--- src/rtl/core/assert_macros.svh ---
// Assertion macros used by the burst generator top level.
`ifndef ASSERT_MACROS_SVH
`define ASSERT_MACROS_SVH

// The condition c must hold in the same cycle as a.
`define ASSERT_IMPLIES(label, clk, rst_n, a, c, msg) \
	label: assert property (@(posedge clk) disable iff (!rst_n) (a) |-> (c)) \
		else $error(msg);

// The condition c must hold in the cycle after a.
`define ASSERT_NEXT(label, clk, rst_n, a, c, msg) \
	label: assert property (@(posedge clk) disable iff (!rst_n) (a) |=> (c)) \
		else $error(msg);

`endif

--- src/rtl/core/fnb_pkg.sv ---
// Types, constants and helper functions of the filtered noise burst generator.
`timescale 1ns / 1ps

package fnb_pkg;

	localparam int SAMPLE_W  = 24;
	localparam int CFG_IDX_W = 3;
	localparam int CFG_DATA_W = 16;
	localparam int INDEX_W   = 17;
	localparam int DIV_NUM_W = 33;
	localparam int DIV_Q_W   = 17;
	localparam int DIV_STEPS = 17;
	localparam int LOG_STEPS = 16;
	localparam int POLY_STEPS = 3;

	localparam logic [31:0] NOISE_SEED = 32'h0123_4567;
	localparam int XS_A = 13;
	localparam int XS_B = 17;
	localparam int XS_C = 5;

	localparam logic [INDEX_W-1:0] INDEX_MAX = '1;
	localparam logic [17:0] POLY_SEED = 18'd5155;
	localparam logic [49:0] ROUND_HALF = 50'd1 << 25;

	localparam logic [15:0] START_RESET  = 16'd0;
	localparam logic [15:0] LENGTH_RESET = 16'd6174;
	localparam logic [15:0] AMP_RESET    = 16'd32768;
	localparam logic [11:0] DECAY_RESET  = 12'd768;
	localparam logic [5:0]  PASSES_RESET = 6'd2;
	localparam logic [15:0] ATTACK_RESET = 16'd0;

	typedef enum logic [CFG_IDX_W-1:0] {
		CFG_START_OFFSET   = 3'd0,
		CFG_BURST_LENGTH   = 3'd1,
		CFG_AMPLITUDE      = 3'd2,
		CFG_DECAY_POWER    = 3'd3,
		CFG_LOWPASS_PASSES = 3'd4,
		CFG_ATTACK_LENGTH  = 3'd5
	} cfg_reg_t;

	// One word travelling along the averaging chain.
	typedef struct packed {
		logic                       vld;
		logic signed [SAMPLE_W-1:0] x;
	} fnb_tok_t;

	typedef struct packed {
		logic                 start;
		logic [DIV_NUM_W-1:0] num;
		logic [15:0]          den;
	} fnb_div_req_t;

	typedef struct packed {
		logic               done;
		logic [DIV_Q_W-1:0] quo;
	} fnb_div_rsp_t;

	function automatic logic [31:0] xorshift32(input logic [31:0] s);
		logic [31:0] v;
		v = s;
		v = v ^ (v << XS_A);
		v = v ^ (v >> XS_B);
		v = v ^ (v << XS_C);
		return v;
	endfunction

	// Additive terms of the Horner steps of the exp2 cubic.
	function automatic logic [17:0] poly_coef(input logic [1:0] step);
		logic [17:0] c;
		unique case (step)
			2'd0: c = 18'd14822;
			2'd1: c = 18'd45559;
			2'd2: c = 18'd65536;
			default: c = '0;
		endcase
		return c;
	endfunction

endpackage

--- src/rtl/core/fnb_cell.sv ---
// One averaging stage: holds its delay word and passes the averaged word on, or the word untouched when not in use.
`timescale 1ns / 1ps

module fnb_cell import fnb_pkg::*; (
	input  logic     clk,
	input  logic     arst_n,
	input  logic     clear,
	input  logic     en,
	input  fnb_tok_t tok_in,
	output fnb_tok_t tok_out
);

	logic signed [SAMPLE_W-1:0] d_q;
	fnb_tok_t                   tok_q;
	logic signed [SAMPLE_W:0]   pair_sum;

	assign pair_sum = (SAMPLE_W+1)'($signed(tok_in.x)) + (SAMPLE_W+1)'(d_q);

	always_ff @(posedge clk or negedge arst_n) begin
		if (!arst_n) begin
			d_q   <= '0;
			tok_q <= '0;
		end else begin
			tok_q.vld <= tok_in.vld;
			if (clear) begin
				d_q <= '0;
			end else if (tok_in.vld && en) begin
				d_q <= tok_in.x;
			end
			// A stage that is not in use hands the word on untouched.
			if (tok_in.vld) begin
				tok_q.x <= en ? pair_sum[SAMPLE_W:1] : tok_in.x;
			end
		end
	end

	assign tok_out = tok_q;

endmodule

--- src/rtl/core/fnb_chain.sv ---
// Row of averaging cells; a word moves one cell per cycle.
`timescale 1ns / 1ps

module fnb_chain import fnb_pkg::*; #(
	parameter int MAX_PASSES = 32
) (
	input  logic       clk,
	input  logic       arst_n,
	input  logic       clear,
	input  logic [5:0] passes,
	input  fnb_tok_t   tok_in,
	output fnb_tok_t   tok_out
);

	fnb_tok_t tok [MAX_PASSES+1];

	assign tok[0] = tok_in;

	for (genvar s = 0; s < MAX_PASSES; s++) begin : g_cell
		fnb_cell u_cell (
			.clk     (clk),
			.arst_n  (arst_n),
			.clear   (clear),
			.en      (7'(s) < {1'b0, passes}),
			.tok_in  (tok[s]),
			.tok_out (tok[s+1])
		);
	end

	assign tok_out = tok[MAX_PASSES];

endmodule

--- config.mk ---
export PLATFORM = sky130hd
export DESIGN_NAME = fnb_chain
export DESIGN_NICKNAME = d
export VERILOG_FILES = /design/src/rtl/core/assert_macros.svh /design/src/rtl/core/fnb_pkg.sv /design/src/rtl/core/fnb_cell.sv /design/src/rtl/core/fnb_chain.sv
export SDC_FILE = /design/constraint.sdc
export NUM_CORES = 2
export LEC_CHECK = 0
export BUFFER_PORTS_ARGS = -buffer_cell sky130_fd_sc_hd__buf_2
export CAP_MARGIN = 40
export CORE_MARGIN = 4
export CORE_UTILIZATION = 30
export DETAILED_ROUTE_END_ITERATION = 6
export GPL_ROUTABILITY_DRIVEN = 0
export REMOVE_ABC_BUFFERS = 1
export SLEW_MARGIN = 20
export SYNTH_ARGS = -nofsm -noshare
export SYNTH_HDL_FRONTEND = slang
export SYNTH_SLANG_ARGS = --single-unit
--- constraint.sdc ---
create_clock -name clk -period 7.1 [get_ports clk]
set_input_delay 0.355 -clock clk [delete_from_list [all_inputs] [get_ports clk]]
set_output_delay 0.355 -clock clk [all_outputs]
set_load 0.03 [all_outputs]
==> metrics.txt <==
CP Max Fanout 5; Int Pwr 26.4 mW; post-synth cell types 92; Core Rows 211; Die H 584 µm; vias per cell 5.08; post-synthesis register bit count 1,568; syn_area_per_cell 8.32 µm²; Die X 584 µm; initial antenna violation count 6; total iterations of the first detailed-routing run 6; final setup fails 0; Max-slew headroom 31.1%; reg-to-reg endpoint g_cell[20].u_cell.tok_out[21]; Clock Power Share 21.8%; vias in the first global route 79,700; most frequent cells in the layout nand2_1, a21oi_1, dfrtp_1; critical path class reg2reg; Worst setup startpoint g_cell[19].u_cell.tok_out[0]; drt drc 0; share of the synthesized area in the top cell type 39.5%; post-place instance area 105,000 µm²; Vias 82,900; Adder-Cell Fraction of Synth Area 9.90%; R2R depth 12; worst r2r src g_cell[19].u_cell.tok_out[0]; Reg2Reg Setup Slack 3420 ps; Placed Instances 16,000; Setup Fix Bufs, Post-CTS 0; P&R area growth vs syn 12.2%; Critical Path Max Stage Delay 680 ps; Max Freq 0.272 GHz; first-pass GRT wire length 427,000 µm; CTS Buf Count 188; Finished Layout Cells 16,300; Final Instance Area 112,000 µm²; post-CTS sizing 0; status finished clean; WL final 258,000 µm; worst-margin pin slew 1030 ps; synthesized area 99,500 µm²; share of cells above drive strength 1 5.88%; P_leak 50.2 nW; Max VDD drop 0.000226 V; clock transition at the registers of the reported paths 60 ps; Initial Util 30.1%; Min-Delay Path Class in2async; Worst setup EP type register; Synth async-reset ratio 100%; Post-synth EDFFs 0; CORE AREA 330,000 µm²; Routed WL per cell 15.8 µm; Clock Tree Buf Depth 4; Worst EP arrival 4380 ps; crit path launch type register; simple-gate share of the synthesized area 18.8%; Mapped Cells 12,000; post-synthesis xor/xnor area fraction 5.06%; crit-path cells and2_1 -> fa_1 -> a21oi_1 -> o21ai_0 -> a221oi_1 -> o21ai_0 -> o311ai_0 -> a21oi_1 -> a211o_1 -> a31oi_1 -> xor2_1 -> o221ai_1; Comb pwr share 44.8%; Synth area leaders dfrtp_1, a21oi_1, ha_1, nand2_1, nor2_1; post-layout util 33.8%; largest area contributor in the netlist dfrtp_1; setup TNS 0 ps; Worst-Skew Late Latency 870 ps; Die ar. 341,000 µm²; P_sw 18.8 mW; period utilisation layout 51.8%; share of the yosys chip area belonging to registers 39.5%; Net Sw Frac 41.6%; clk sinks 1,568; # IOs 59; GRT overflow 0; port bufs 58; Min Clock Period, post-route 3680 ps; Clock Skew 100 ps; Synth warnings 0; Setup WS post-layout 3420 ps; commonest non-fill, non-tap cell in the layout nand2_1; largest net degree at the start of global routing 170; Worst EP required 7800 ps; final net count 12,600; Setup WS pre-CTS 3350 ps; Top FF cell, synth dfrtp_1; CTS tree yes; first-iteration detailed-routing DRC count 5,290; antenna-violating nets left 0; Reg power frac 33.3%; post-synthesis mux area share 1.38%; CTS root buf clkbuf_16; fin. max-slew vios 0; RSZ-0062 raised after global routing false; power per cell area 406 nW/µm²; crit path max-delay cell type o311ai_0; DP HPWL 184,000 µm; main combinational cell family by area after synthesis compound AO/OA/AOI/OAI gates; Max-cap violations 0; H-Tree Depth 4; Total Routing Usage GR 14.8%; Synth Area in Compound Gates 22.5%; Fin. Hold Viols 0
final cells by class:
class	count	area, µm²
repair buffers	249	2440
diodes	6	15.0
multi-input cells	9601	57400
clock inverters	63	759
flip-flops and latches	1568	39200
clock buffers	259	5450
inverters	202	758
well taps	4366	5460
fillers	34300	219000
logic make-up (layout without fill, tap and decap cells):
| logic type | Yosys count | after routing |
|---|---|---|
| buf+inv | 790 | 773 |
| fa+ha+maj | 768 | 768 |
| other cells | 0 | 6 |
| xor+xnor | 575 | 575 |
| mux | 128 | 128 |
| compound gates | 3770 | 3770 |
| flops | 1568 | 1568 |
| simple gates | 4360 | 4360 |
metrics by stage:
stage                     power, mW  hold WS [ps]
after floorplan                29.8          59.4
after global placement         35.2           373
after detailed placement       35.5           369
after CTS                      45.7           170
after global routing           49.1           216
final                          45.2           171
sequential cells by signal, indices dropped and copies added, names as in the netlist:
register               cells
g_cell.u_cell.d_q        768
g_cell.u_cell.tok_out    800
layer usage:
layer | track usage, % | routed length (µm) | part of all wire, %
met1 | 20.0 | 121000 | 47
met2 | 24.7 | 121000 | 47
met3 | 1.85 | 8920 | 3.5
met4 | 4.48 | 7730 | 3.0
met5 | 0.0283 | 0 | 0
Yosys cell counts (13+ instances only):
master,count
a211oi_1,79
a21o_1,333
nand2_1,2245
fa_1,32
a211o_1,25
or3_1,55
nand3b_1,32
o31ai_1,50
mux2_2,71
o311ai_0,20
and4_1,16
inv_1,201
nand2b_1,84
and2_1,105
o21a_1,66
a31o_2,23
o221ai_1,31
nor3_1,119
o31a_1,14
xnor2_1,334
a311oi_1,15
a21oi_1,1983
and3_1,76
o211ai_1,44
mux2i_1,57
clkbuf_1,577
nand4_1,67
dfrtp_1,1568
nor2_1,1138
ha_1,736
o21bai_1,117
a221oi_1,16
nor4_1,14
a41oi_1,19
a2111oi_0,13
xor2_1,241
nand3_1,179
o21ai_0,450
o22ai_1,15
a31oi_1,313
or2_2,27
nor3b_1,13
nor2b_1,146
power groups by stage:
stage	Sequential (mW)	Clock, mW	Combinational, mW
6_report	15.1	9.87	20.3
5_1_grt	15.5	10.5	23.1
4_1_cts	15.1	10.2	20.3
3_5_place_dp	15.3	0	20.2
3_3_place_gp	15.3	0	20.0
2_1_floorplan	13.9	0	16.0
worst max-delay path by stage:
stage / to / slack (ps) / cells after the start
6_report: g_cell[20].u_cell.tok_out[21] / 3420 / 12
5_1_grt: g_cell[20].u_cell.tok_out[21] / 3080 / 12
3_3_place_gp: g_cell[4].u_cell.tok_out[23] / 3380 / 8
2_1_floorplan: g_cell[0].u_cell.tok_out[1] / 2960 / 5
4_1_cts: g_cell[20].u_cell.tok_out[21] / 3350 / 12
3_5_place_dp: g_cell[20].u_cell.tok_out[21] / 3350 / 12
what timing repair did:
| action | 4_1_cts | 5_1_grt |
|---|---|---|
| endpoints found under the hold margin | 222 | 0 |
| endpoints found under the setup margin | 0 | 0 |
| hold buffers | 27 | 0 |
worst max-delay path: cells and delay by family, from the launching register on:
| family | cells | cell delay [ps] |
|---|---|---|
| compound gates | 9 | 2390 |
| fa+ha+maj | 1 | 400 |
| flops | 1 | 410 |
| xor+xnor | 1 | 160 |
| simple gates | 1 | 160 |
Note: power is estimated with default switching activity, not from simulation.
