File: src/rtl/core/assert_macros.svh
// Assertion macros used by the burst generator top level.
`ifndef ASSERT_MACROS_SVH
`define ASSERT_MACROS_SVH

// The condition c must hold in the same cycle as a.
`define ASSERT_IMPLIES(label, clk, rst_n, a, c, msg) \
	label: assert property (@(posedge clk) disable iff (!rst_n) (a) |-> (c)) \
		else $error(msg);

// The condition c must hold in the cycle after a.
`define ASSERT_NEXT(label, clk, rst_n, a, c, msg) \
	label: assert property (@(posedge clk) disable iff (!rst_n) (a) |=> (c)) \
		else $error(msg);

`endif

File: src/rtl/core/fnb_pkg.sv
// Types, constants and helper functions of the filtered noise burst generator.
`timescale 1ns / 1ps

package fnb_pkg;

	localparam int SAMPLE_W  = 24;
	localparam int CFG_IDX_W = 3;
	localparam int CFG_DATA_W = 16;
	localparam int INDEX_W   = 17;
	localparam int DIV_NUM_W = 33;
	localparam int DIV_Q_W   = 17;
	localparam int DIV_STEPS = 17;
	localparam int LOG_STEPS = 16;
	localparam int POLY_STEPS = 3;

	localparam logic [31:0] NOISE_SEED = 32'h0123_4567;
	localparam int XS_A = 13;
	localparam int XS_B = 17;
	localparam int XS_C = 5;

	localparam logic [INDEX_W-1:0] INDEX_MAX = '1;
	localparam logic [17:0] POLY_SEED = 18'd5155;
	localparam logic [49:0] ROUND_HALF = 50'd1 << 25;

	localparam logic [15:0] START_RESET  = 16'd0;
	localparam logic [15:0] LENGTH_RESET = 16'd6174;
	localparam logic [15:0] AMP_RESET    = 16'd32768;
	localparam logic [11:0] DECAY_RESET  = 12'd768;
	localparam logic [5:0]  PASSES_RESET = 6'd2;
	localparam logic [15:0] ATTACK_RESET = 16'd0;

	typedef enum logic [CFG_IDX_W-1:0] {
		CFG_START_OFFSET   = 3'd0,
		CFG_BURST_LENGTH   = 3'd1,
		CFG_AMPLITUDE      = 3'd2,
		CFG_DECAY_POWER    = 3'd3,
		CFG_LOWPASS_PASSES = 3'd4,
		CFG_ATTACK_LENGTH  = 3'd5
	} cfg_reg_t;

	// One word travelling along the averaging chain.
	typedef struct packed {
		logic                       vld;
		logic signed [SAMPLE_W-1:0] x;
	} fnb_tok_t;

	typedef struct packed {
		logic                 start;
		logic [DIV_NUM_W-1:0] num;
		logic [15:0]          den;
	} fnb_div_req_t;

	typedef struct packed {
		logic               done;
		logic [DIV_Q_W-1:0] quo;
	} fnb_div_rsp_t;

	function automatic logic [31:0] xorshift32(input logic [31:0] s);
		logic [31:0] v;
		v = s;
		v = v ^ (v << XS_A);
		v = v ^ (v >> XS_B);
		v = v ^ (v << XS_C);
		return v;
	endfunction

	// Additive terms of the Horner steps of the exp2 cubic.
	function automatic logic [17:0] poly_coef(input logic [1:0] step);
		logic [17:0] c;
		unique case (step)
			2'd0: c = 18'd14822;
			2'd1: c = 18'd45559;
			2'd2: c = 18'd65536;
			default: c = '0;
		endcase
		return c;
	endfunction

endpackage

File: src/rtl/core/fnb_div.sv
// Restoring divider, one quotient bit per cycle, quotient known to fit 17 bits.
`timescale 1ns / 1ps

module fnb_div import fnb_pkg::*; (
	input  logic         clk,
	input  logic         arst_n,
	input  fnb_div_req_t req,
	output fnb_div_rsp_t rsp
);

	logic               busy_q;
	logic               done_q;
	logic [4:0]         cnt_q;
	logic [15:0]        den_q;
	logic [15:0]        rem_q;
	logic [DIV_Q_W-1:0] acc_q;

	logic [16:0] trial;
	logic [16:0] diff;
	logic        fits;

	// The low numerator bits shift out of acc_q while quotient bits shift in.
	always_comb begin
		trial = {rem_q, acc_q[DIV_Q_W-1]};
		fits  = trial >= {1'b0, den_q};
		diff  = trial - {1'b0, den_q};
	end

	always_ff @(posedge clk or negedge arst_n) begin
		if (!arst_n) begin
			busy_q <= 1'b0;
			done_q <= 1'b0;
			cnt_q  <= '0;
			den_q  <= '0;
			rem_q  <= '0;
			acc_q  <= '0;
		end else begin
			done_q <= 1'b0;
			if (req.start) begin
				busy_q <= 1'b1;
				cnt_q  <= '0;
				den_q  <= req.den;
				rem_q  <= req.num[DIV_NUM_W-1:DIV_Q_W];
				acc_q  <= req.num[DIV_Q_W-1:0];
			end else if (busy_q) begin
				rem_q <= fits ? diff[15:0] : trial[15:0];
				acc_q <= {acc_q[DIV_Q_W-2:0], fits};
				cnt_q <= cnt_q + 5'd1;
				if (cnt_q == 5'(DIV_STEPS - 1)) begin
					busy_q <= 1'b0;
					done_q <= 1'b1;
				end
			end
		end
	end

	assign rsp.done = done_q;
	assign rsp.quo  = acc_q;

endmodule

File: config.mk
export PLATFORM = sky130hd
export DESIGN_NAME = fnb_div
export DESIGN_NICKNAME = d
export VERILOG_FILES = /design/src/rtl/core/assert_macros.svh /design/src/rtl/core/fnb_pkg.sv /design/src/rtl/core/fnb_div.sv
export SDC_FILE = /design/constraint.sdc
export NUM_CORES = 1
export LEC_CHECK = 0
export BUFFER_PORTS_ARGS = -buffer_cell sky130_fd_sc_hd__buf_2
export CAP_MARGIN = 15
export CORE_ASPECT_RATIO = 0.9
export CORE_UTILIZATION = 59
export CTS_CLUSTER_DIAMETER = 60
export DETAILED_ROUTE_END_ITERATION = 12
export PLACE_DENSITY = 0.93
export RECOVER_POWER = 25
export SLEW_MARGIN = 20
export SYNTH_ARGS = -nofsm -noshare
export SYNTH_HDL_FRONTEND = slang
export SYNTH_SLANG_ARGS = --single-unit
File: constraint.sdc
create_clock -name clk -period 5.7 [get_ports clk]
set_input_delay 1.14 -clock clk [delete_from_list [all_inputs] [get_ports clk]]
set_output_delay 1.14 -clock clk [all_outputs]
set_load 0.1 [all_outputs]
==> results of run 1 <==
metal layers:
metal / vias up / track usage (%)
met3: 15 / 5.48
met4: 0 / 9.00
li1: 1416 / -
met5: - / 0
met2: 87 / 44.5
met1: 1375 / 32.2
per-stage QoR:
step                      hold slack, ps  power (mW)  instances
final                                536        1.69        501
after global placement               509        1.41        493
after floorplan                      485        1.30        373
after CTS                            539        1.68        501
after global routing                 565        1.80        501
after detailed placement             515        1.45        493
cell usage after synthesis (2+ instances only):
library cell and instances:
a211oi_1 2, a21o_1 4, a21oi_1 33, a31oi_1 2, buf_1 2, buf_4 2
clkbuf_1 12, clkbuf_8 2, dfrtp_1 56, ha_1 18, inv_1 22, mux2_2 2
mux2i_1 30, nand2_1 37, nand2b_1 3, nand3_1 3, nand4_1 6, nor2_1 27
nor3b_1 10, o211ai_1 4, o21a_1 3, o21ai_0 44, o21ai_1 4, o21bai_1 3
o31ai_1 2, xnor2_1 9, xor2_1 7
logic make-up after synthesis:
kind of cell,count (synthesis),share of synthesized area [%]
mux,32,9.30
flops,56,40.4
xor+xnor,16,4.04
simple gates,93,12.8
compound gates,113,20.0
fa+ha+maj,19,7.06
buf+inv,44,6.49
worst max-delay path by stage:
stage | startpoint | endpoint
after global placement | req[49] | rem_q[0]
after detailed placement | req[49] | rem_q[1]
after CTS | rem_q[4] | rem_q[0]
after floorplan | acc_q[16] | rem_q[0]
final | arst_n | cnt_q[3]
after global routing | arst_n | cnt_q[2]
power breakdown:
part           total [mW]  internal (mW)  switching, mW
logic               0.924          0.366          0.558
registers           0.537          0.474         0.0622
clock network       0.226         0.0885          0.137
total                1.69          0.929          0.757
sequential cells by signal (all words and copies together) (netlist names):
| signal | flops |
|---|---|
| rem_q | 16 |
| acc_q | 17 |
| busy_q | 1 |
| done_q | 1 |
| den_q | 16 |
| cnt_q | 5 |
area by class of cell:
cell class                      count  area [µm²]
Sequential cell                    56        1400
Fill cell                         449        1790
Timing Repair Buffer               72         364
Inverter                           22        82.6
Clock buffer                        5        68.8
Tap cell                           70        87.6
Clock inverter                      3        22.5
Multi-Input combinational cell    273        1850
==> run_results.csv, run 1 <==
group,metric,value,unit
place,place_area,3780,µm²
timing,finalWorstSetupSlack,2080,ps
setup_path,criticalPathCategory,"primary input to async pin",
finish,fin_nets,501,
place,place_congestion,0.867,
clocking,clockBufferDepth,2,
finish,area_delta_synth_final,11.5,%
place,place_hpwl,5340,µm
clocking,post_cts_buffers,0,
clocking,cts_tree,"built",
route,wl,7530,µm
setup_path,reg2reg_slack,2810,ps
synthesis,syn_area,3470,µm²
status,violations,"max-capacitance violations, max-slew violations",
setup_path,critPathCaptureType,"async pin",
timing,timing.fmax,276,MHz
synthesis,synth_async_sr_flop_share,100,%
global_route,grt_pass1_wl,12800,µm
floorplan,die_w,82.9,µm
setup_path,critPathArrivalTime,3390,ps
clocking,hold_buffers,0,
floorplan,num_rows,26,
clocking,cts_resized,0,
clocking,numCtsBuffers,5,
setup_path,path_depth,2,
floorplan,dieArea,6200,µm²
route,wl_met2,3600,µm
clocking,insertion_delay,310,ps
route,highest_layer,"met4",
timing,hold_violations,0,
setup_path,crit_path_start_kind,"primary input",
clocking,cts_root_buf,"clkbuf_8",
hold_path,hold_end,"den_q[0]",
global_route,grt_max_degree,65,
setup_path,r2r_end,"rem_q[0]",
power,p_per_area,435,nW/µm²
synthesis,syn_avg_cell_area,9.31,µm²
floorplan,pin_count,70,
timing,max-slew-margin-rel,-102,%
synthesis,synth_enable_flop_cells,0,
flow_run,drv_cap,1,
timing,rsz0062_at_grt,"false",
setup_path,crit_buf_inv,2,
power,irDropWorstVdd,0.290,mV
route,drc,0,
status,status,"finished with violations",
setup_path,crit_fanout,56,
synthesis,yosys-top-cells-area,"dfrtp_1 40%, mux2i_1 8.6%, ha_1 6.5%, o21ai_0 6.3%, a21oi_1 4.8%",
timing,finalCritPeriodShare,63.5,%
route,first_pass_iters,4,
synthesis,synth_nets,444,
synthesis,ys_seq_elements,56,
synthesis,syn_inst,373,
setup_path,rr_worst_depth,8,
setup_path,cp_top_family,"buffers and inverters",
floorplan,die_h,74.8,µm
synthesis,yosysTopAreaCellShare,40.4,%
synthesis,ys_seq_area_share,40.4,%
synthesis,yosys.area.top_type,"dfrtp_1",
timing,fin_setup_tns,0,ps
timing,tightestPinTransition,3030,ps
hold_path,min_path_type,"flop to flop",
clocking,cts-htree-levels,2,
synthesis,yosys_warnings,0,
timing,slew_viol_final,57,
hold_path,hold_path_startpoint,"den_q[0]",
clocking,clkTransAtPathRegs,100,ps
finish,final_common_cell,"buf_2",
place,post-place-ws,2710,ps
floorplan,core_area,5660,µm²
route,wl_per_cell,15.0,µm
global_route,antenna_found_initial,0,
hold_path,holdPathStages,1,
place,port_buffers,69,
route,drtAntennaViolNets,0,
global_route,grt_pass1_vias,2859,
setup_path,cp.required,5470,ps
route,dr_wl_met3,341,µm
setup_path,rr_startpoint,"rem_q[5]",
clocking,clock-sinks,56,
route,viasPerCell,5.77,
global_route,grt_overflow,0,
finish,final_cell_mix,"69 x buf_2, 56 x dfrtp_1, 44 x o21ai_0",
global_route,grt_use_total,25.5,%
setup_path,cpMaxStageDelayCell,"clkbuf_1",
timing,finalCriticalPeriod,3620,ps
setup_path,cp_slowest_stage_delay,2130,ps
synthesis,yosysUniqueCellTypes,51,
finish,drive_gt1_share,20.6,%
power,power.leakage,1.96,nW
route,drt-initial-drc-count,171,
setup_path,critical_path.cell_chain,"buf_2 > clkbuf_1",
floorplan,start_util,61.3,%
finish,diodes,0,
timing,finClkSkew,4.42,ps
route,wl_met1,3460,µm
timing,setup_viol,0,
finish,final_util,68.4,%
finish,final_area,3870,µm²
route,vias,2893,
synthesis,synth_ff_type,"dfrtp_1",
Note: power is estimated with default switching activity, not from simulation.
==> run 2, diff against run 1 <==
--- a/config.mk
+++ b/config.mk
@@ -8,10 +8,10 @@
 export BUFFER_PORTS_ARGS = -buffer_cell sky130_fd_sc_hd__buf_2
 export CAP_MARGIN = 15
 export CORE_ASPECT_RATIO = 0.9
-export CORE_UTILIZATION = 59
+export CORE_UTILIZATION = 55
 export CTS_CLUSTER_DIAMETER = 60
 export DETAILED_ROUTE_END_ITERATION = 12
-export PLACE_DENSITY = 0.93
+export PLACE_DENSITY = 0.88
 export RECOVER_POWER = 25
 export SLEW_MARGIN = 20
 export SYNTH_ARGS = -nofsm -noshare
==> constraint.sdc (replaced) <==
create_clock -name clk -period 3.6 [get_ports clk]
set_input_delay 0.72 -clock clk [delete_from_list [all_inputs] [get_ports clk]]
set_output_delay 0.72 -clock clk [all_outputs]
set_load 0.1 [all_outputs]
==> run_results.csv, run 2 (synthesis results as in run 1) <==
group,metric,value,unit
setup_path,crit_fanout,12,
finish,largest_reg_flops,17,
timing,rsz0062_at_grt,"false",
hold_path,hold_path_startpoint,"den_q[0]",
finish,final_cell_mix,"67 x buf_2, 56 x dfrtp_1, 44 x o21ai_0",
global_route,grt_pass1_wl,12200,µm
clocking,numCtsBuffers,5,
setup_path,critPathCaptureType,"flop",
floorplan,core_area,6110,µm²
route,vias,2874,
route,first_pass_iters,5,
global_route,grt_pass1_vias,2683,
power,power,2.67,mW
route,drc,0,
floorplan,start_util,56.8,%
setup_path,crit_path_start_kind,"flop",
clocking,cts-htree-levels,2,
timing,max-slew-margin-rel,-20.4,%
setup_path,rr_startpoint,"rem_q[4]",
finish,diodes,0,
global_route,grt_use_total,22.9,%
setup_path,criticalPathCategory,"flop to flop",
floorplan,pin_count,70,
power,p_per_area,682,nW/µm²
global_route,grt_overflow,0,
route,wl_per_cell,14.3,µm
clocking,hold_buffers,0,
power,comb_power_share,54.6,%
global_route,busiest_layer,"met2",
timing,finalWorstSetupSlack,820,ps
floorplan,die_w,85.8,µm
route,wl,7420,µm
timing,finalCritPeriodShare,77.2,%
floorplan,num_rows,27,
finish,multi_input_area,1850,µm²
route,drt-initial-drc-count,202,
finish,area.sequential,1400,µm²
setup_path,cp.required,3790,ps
timing,fin_setup_tns,0,ps
global_route,grt_max_degree,50,
global_route,use_met3,4.04,%
route,viasPerCell,5.53,
place,port_buffers,69,
finish,regMostFlops,"acc_q",
timing,slew_viol_final,83,
status,violations,"max-capacitance violations, max-slew violations",
timing,finClkSkew,6.49,ps
clocking,clock-sinks,56,
timing,tightestPinTransition,1810,ps
floorplan,die_h,77.4,µm
power,netSwitchingFraction,44.6,%
power,seqPwrFrac,31.9,%
hold_path,min_path_type,"flop to flop",
flow_run,drv_cap,2,
hold_path,hold_end,"den_q[0]",
setup_path,r2r_end,"rem_q[6]",
finish,drive_gt1_share,20.8,%
global_route,grtUsageMet1,32.1,%
timing,setup_viol,0,
finish,final_common_cell,"buf_2",
finish,final_util,63.9,%
setup_path,reg2reg_slack,820,ps
power,irDropWorstVdd,0.337,mV
power,p_int,1.48,mW
finish,area_delta_synth_final,12.6,%
status,status,"finished with violations",
hold_path,holdPathStages,1,
clocking,cts_root_buf,"clkbuf_8",
global_route,antenna_found_initial,0,
finish,largestRegisters,"acc_q (17), den_q (16), rem_q (16)",
finish,final_area,3910,µm²
floorplan,dieArea,6630,µm²
setup_path,critPathArrivalTime,2970,ps
power,power.leakage,1.97,nW
place,place_hpwl,5430,µm
route,drtAntennaViolNets,0,
power,p_sw,1.19,mW
finish,fin_nets,503,
place,post-place-ws,834,ps
clocking,clockBufferDepth,2,
clocking,insertion_delay,320,ps
timing,finalCriticalPeriod,2780,ps
place,place_congestion,0.890,
power,clkPwrFrac,13.5,%
finish,final.fill_count,510,
clocking,post_cts_buffers,0,
timing,hold_violations,0,
timing,timing.fmax,360,MHz
place,place_area,3820,µm²
clocking,cts_tree,"built",
global_route,use_met2,36.8,%
clocking,clkTransAtPathRegs,100,ps
clocking,cts_resized,0,
setup_path,rr_worst_depth,9,
[run 2: worst max path at each step]
stage | from | end | slack [ps] | depth (start not counted)
global route | rem_q[5] | rem_q[5] | 670 | 9
finish | rem_q[4] | rem_q[6] | 820 | 9
floorplan | acc_q[16] | rem_q[0] | 570 | 9
CTS | rem_q[5] | rem_q[6] | 830 | 9
detailed placement | rem_q[5] | rem_q[6] | 830 | 9
global placement | rem_q[4] | rem_q[5] | 940 | 9
[run 2: cell type report]
type                       instances  share of cell area [%]
clock buffer                       5                    1.76
clock inverter                     3                   0.576
inverter                          22                    2.11
multi-input combinational        273                    47.2
sequential                        56                    35.8
tap                               87                    2.78
timing repair buffer              74                    9.73
[run 2: per-stage QoR]
| stage | instances | hold slack (ps) |
|---|---|---|
| CTS | 520 | 474 |
| global placement | 512 | 498 |
| floorplan | 373 | 424 |
| detailed placement | 512 | 522 |
| finish | 520 | 526 |
| global route | 520 | 546 |
[run 2: worst max-delay path, cell delays in order, from the launching register on]
cell and delay (ps):
dfrtp_1 410, ha_1 400, nand3_2 150, a2111oi_4 300, a211oi_2 110, o31a_4 330
o21ai_4 400, buf_4 270, mux2i_1 220, o21ai_1 80
[run 2: routing by layer]
layer	wire (µm)	vias to the layer above
li1	-	1425
met1	3530	1362
met2	3410	75
met3	357	12
met4	127	0
met5	0	-
[run 2: power groups by stage]
stage / sequential (mW) / combinational [mW] / clock (mW)
after floorplan: 0.987 / 1.07 / 0
after global placement: 0.853 / 1.40 / 0
after detailed placement: 0.858 / 1.44 / 0
after CTS: 0.848 / 1.45 / 0.363
after global routing: 0.864 / 1.59 / 0.392
final: 0.850 / 1.46 / 0.359
==> run 3, diff against run 2 <==
==> constraint.sdc (replaced) <==
create_clock -name clk -period 2.9 [get_ports clk]
set_input_delay 0.58 -clock clk [delete_from_list [all_inputs] [get_ports clk]]
set_output_delay 0.58 -clock clk [all_outputs]
set_load 0.1 [all_outputs]
==> run_results.csv, run 3 (synthesis results as in run 1) <==
group,metric,value,unit
place,place_hpwl,5280,µm
setup_path,crit_path_start_kind,"flop",
finish,fin_nets,504,
timing,hold_violations,0,
clocking,clockBufferDepth,2,
clocking,clkTransAtPathRegs,100,ps
clocking,cts_root_buf,"clkbuf_8",
floorplan,num_rows,27,
route,drc,0,
clocking,numCtsBuffers,5,
finish,final_common_cell,"buf_2",
timing,whs,468,ps
route,viasPerCell,5.47,
timing,finClkSkew,7.82,ps
setup_path,cp_slowest_stage_delay,420,ps
clocking,cts_resized,0,
timing,fin_setup_tns,0,ps
floorplan,dieArea,6630,µm²
global_route,grt_pass1_wl,12600,µm
timing,timing.fmax,367,MHz
setup_path,critical_path.cell_chain,"ha_1 > nand3_2 > a2111oi_4 > a211oi_2 > o31a_4 > o21ai_4 > buf_4 > mux2i_1 > o21ai_0",
finish,final_area,3920,µm²
finish,regMostFlops,"acc_q",
place,place_inst,513,
finish,multi_input_area,1850,µm²
route,drtAntennaViolNets,0,
finish,fin_cells,521,
setup_path,cp.required,3070,ps
status,status,"completed",
finish,area.sequential,1400,µm²
setup_path,critPathCaptureType,"flop",
floorplan,die_h,77.4,µm
timing,finalWorstSetupSlack,178,ps
clocking,clock-sinks,56,
finish,final.fill_count,542,
setup_path,crit_buf_inv,1,
power,seqPwrFrac,31.9,%
timing,tightestPinTransition,1350,ps
finish,final_util,64.1,%
global_route,grt_pass1_vias,2816,
place,place_congestion,0.878,
global_route,grt_use_total,23.6,%
flow_run,drv_cap,0,
floorplan,core_area,6110,µm²
timing,finalCritPeriodShare,93.8,%
timing,slew_viol_final,0,
place,port_buffers,69,
finish,area_delta_synth_final,12.8,%
clocking,post_cts_buffers,0,
hold_path,min_path_type,"primary input to flop",
clocking,cts-htree-levels,2,
timing,setup_viol,0,
power,p_int,1.84,mW
clocking,hold_buffers,0,
timing,finalCriticalPeriod,2720,ps
power,power.leakage,1.97,nW
global_route,grt_max_degree,57,
power,p_sw,1.46,mW
power,power,3.31,mW
setup_path,cp_top_family,"compound AO/OA/AOI/OAI gates",
place,place_area,3830,µm²
finish,drive_gt1_share,21.7,%
clocking,cts_tree,"built",
route,first_pass_iters,4,
power,netSwitchingFraction,44.2,%
power,comb_power_share,55.2,%
power,p_per_area,844,nW/µm²
route,wl,7190,µm
route,vias,2849,
setup_path,crit_fanout,7,
power,irDropWorstVdd,0.394,mV
finish,diodes,0,
place,post-place-ws,242,ps
setup_path,criticalPathCategory,"flop to flop",
finish,largestRegisters,"acc_q (17), den_q (16), rem_q (16)",
finish,largest_reg_flops,17,
route,wl_per_cell,13.8,µm
setup_path,cpMaxStageDelayCell,"dfrtp_1",
floorplan,die_w,85.8,µm
floorplan,pin_count,70,
timing,rsz0062_at_grt,"false",
finish,final_cell_mix,"69 x buf_2, 54 x dfrtp_1, 44 x o21ai_0",
clocking,insertion_delay,310,ps
global_route,antenna_found_initial,0,
power,clkPwrFrac,12.9,%
setup_path,critPathArrivalTime,2890,ps
floorplan,start_util,56.8,%
global_route,grt_overflow,0,
route,drt-initial-drc-count,110,
timing,max-slew-margin-rel,10.2,%
==> run 3: cell type report <==
class / instances / area share, %
tap: 87 / 2.78
clock buffer: 6 / 1.85
inverter: 22 / 2.11
clock inverter: 2 / 0.415
multi-input combinational: 273 / 47.1
timing repair buffer: 75 / 9.90
sequential: 56 / 35.8
==> run 3: path summary, 6_finish.rpt <==
check                       endpoint  slack, ps       from  cells past startpoint
max                         rem_q[3]        180   rem_q[4]                      9
min                         acc_q[8]        470    req[24]                      3
max reg2reg                 rem_q[3]        180   rem_q[4]                      9
min reg2reg                den_q[10]        540  den_q[10]                      2
max in group asynchronous  acc_q[16]       1350     arst_n                      2
min in group asynchronous   rem_q[7]        640     arst_n                      2
==> run 3: worst min-delay path, delay by kind of cell <==
kind            cells  cell delay (ps)
buf+inv             1               70
simple gates        1               40
compound gates      1               50
==> run 3: power groups by stage <==
stage | combinational, mW | clock [mW] | sequential [mW]
after floorplan | 1.33 | 0 | 1.23
after global placement | 1.75 | 0 | 1.06
after detailed placement | 1.80 | 0 | 1.07
after CTS | 1.81 | 0.443 | 1.05
after global routing | 2.01 | 0.463 | 1.07
final | 1.83 | 0.426 | 1.05
==> run 3: per-layer routing <==
| metal | up-vias | GRT usage (%) | wire length, µm |
|---|---|---|---|
| met3 | 15 | 3.30 | 253 |
| met4 | 0 | 9.50 | 164 |
| met1 | 1345 | 31.3 | 3490 |
| met2 | 60 | 39.0 | 3290 |
| met5 | - | 0 | 0 |
| li1 | 1429 | - | - |
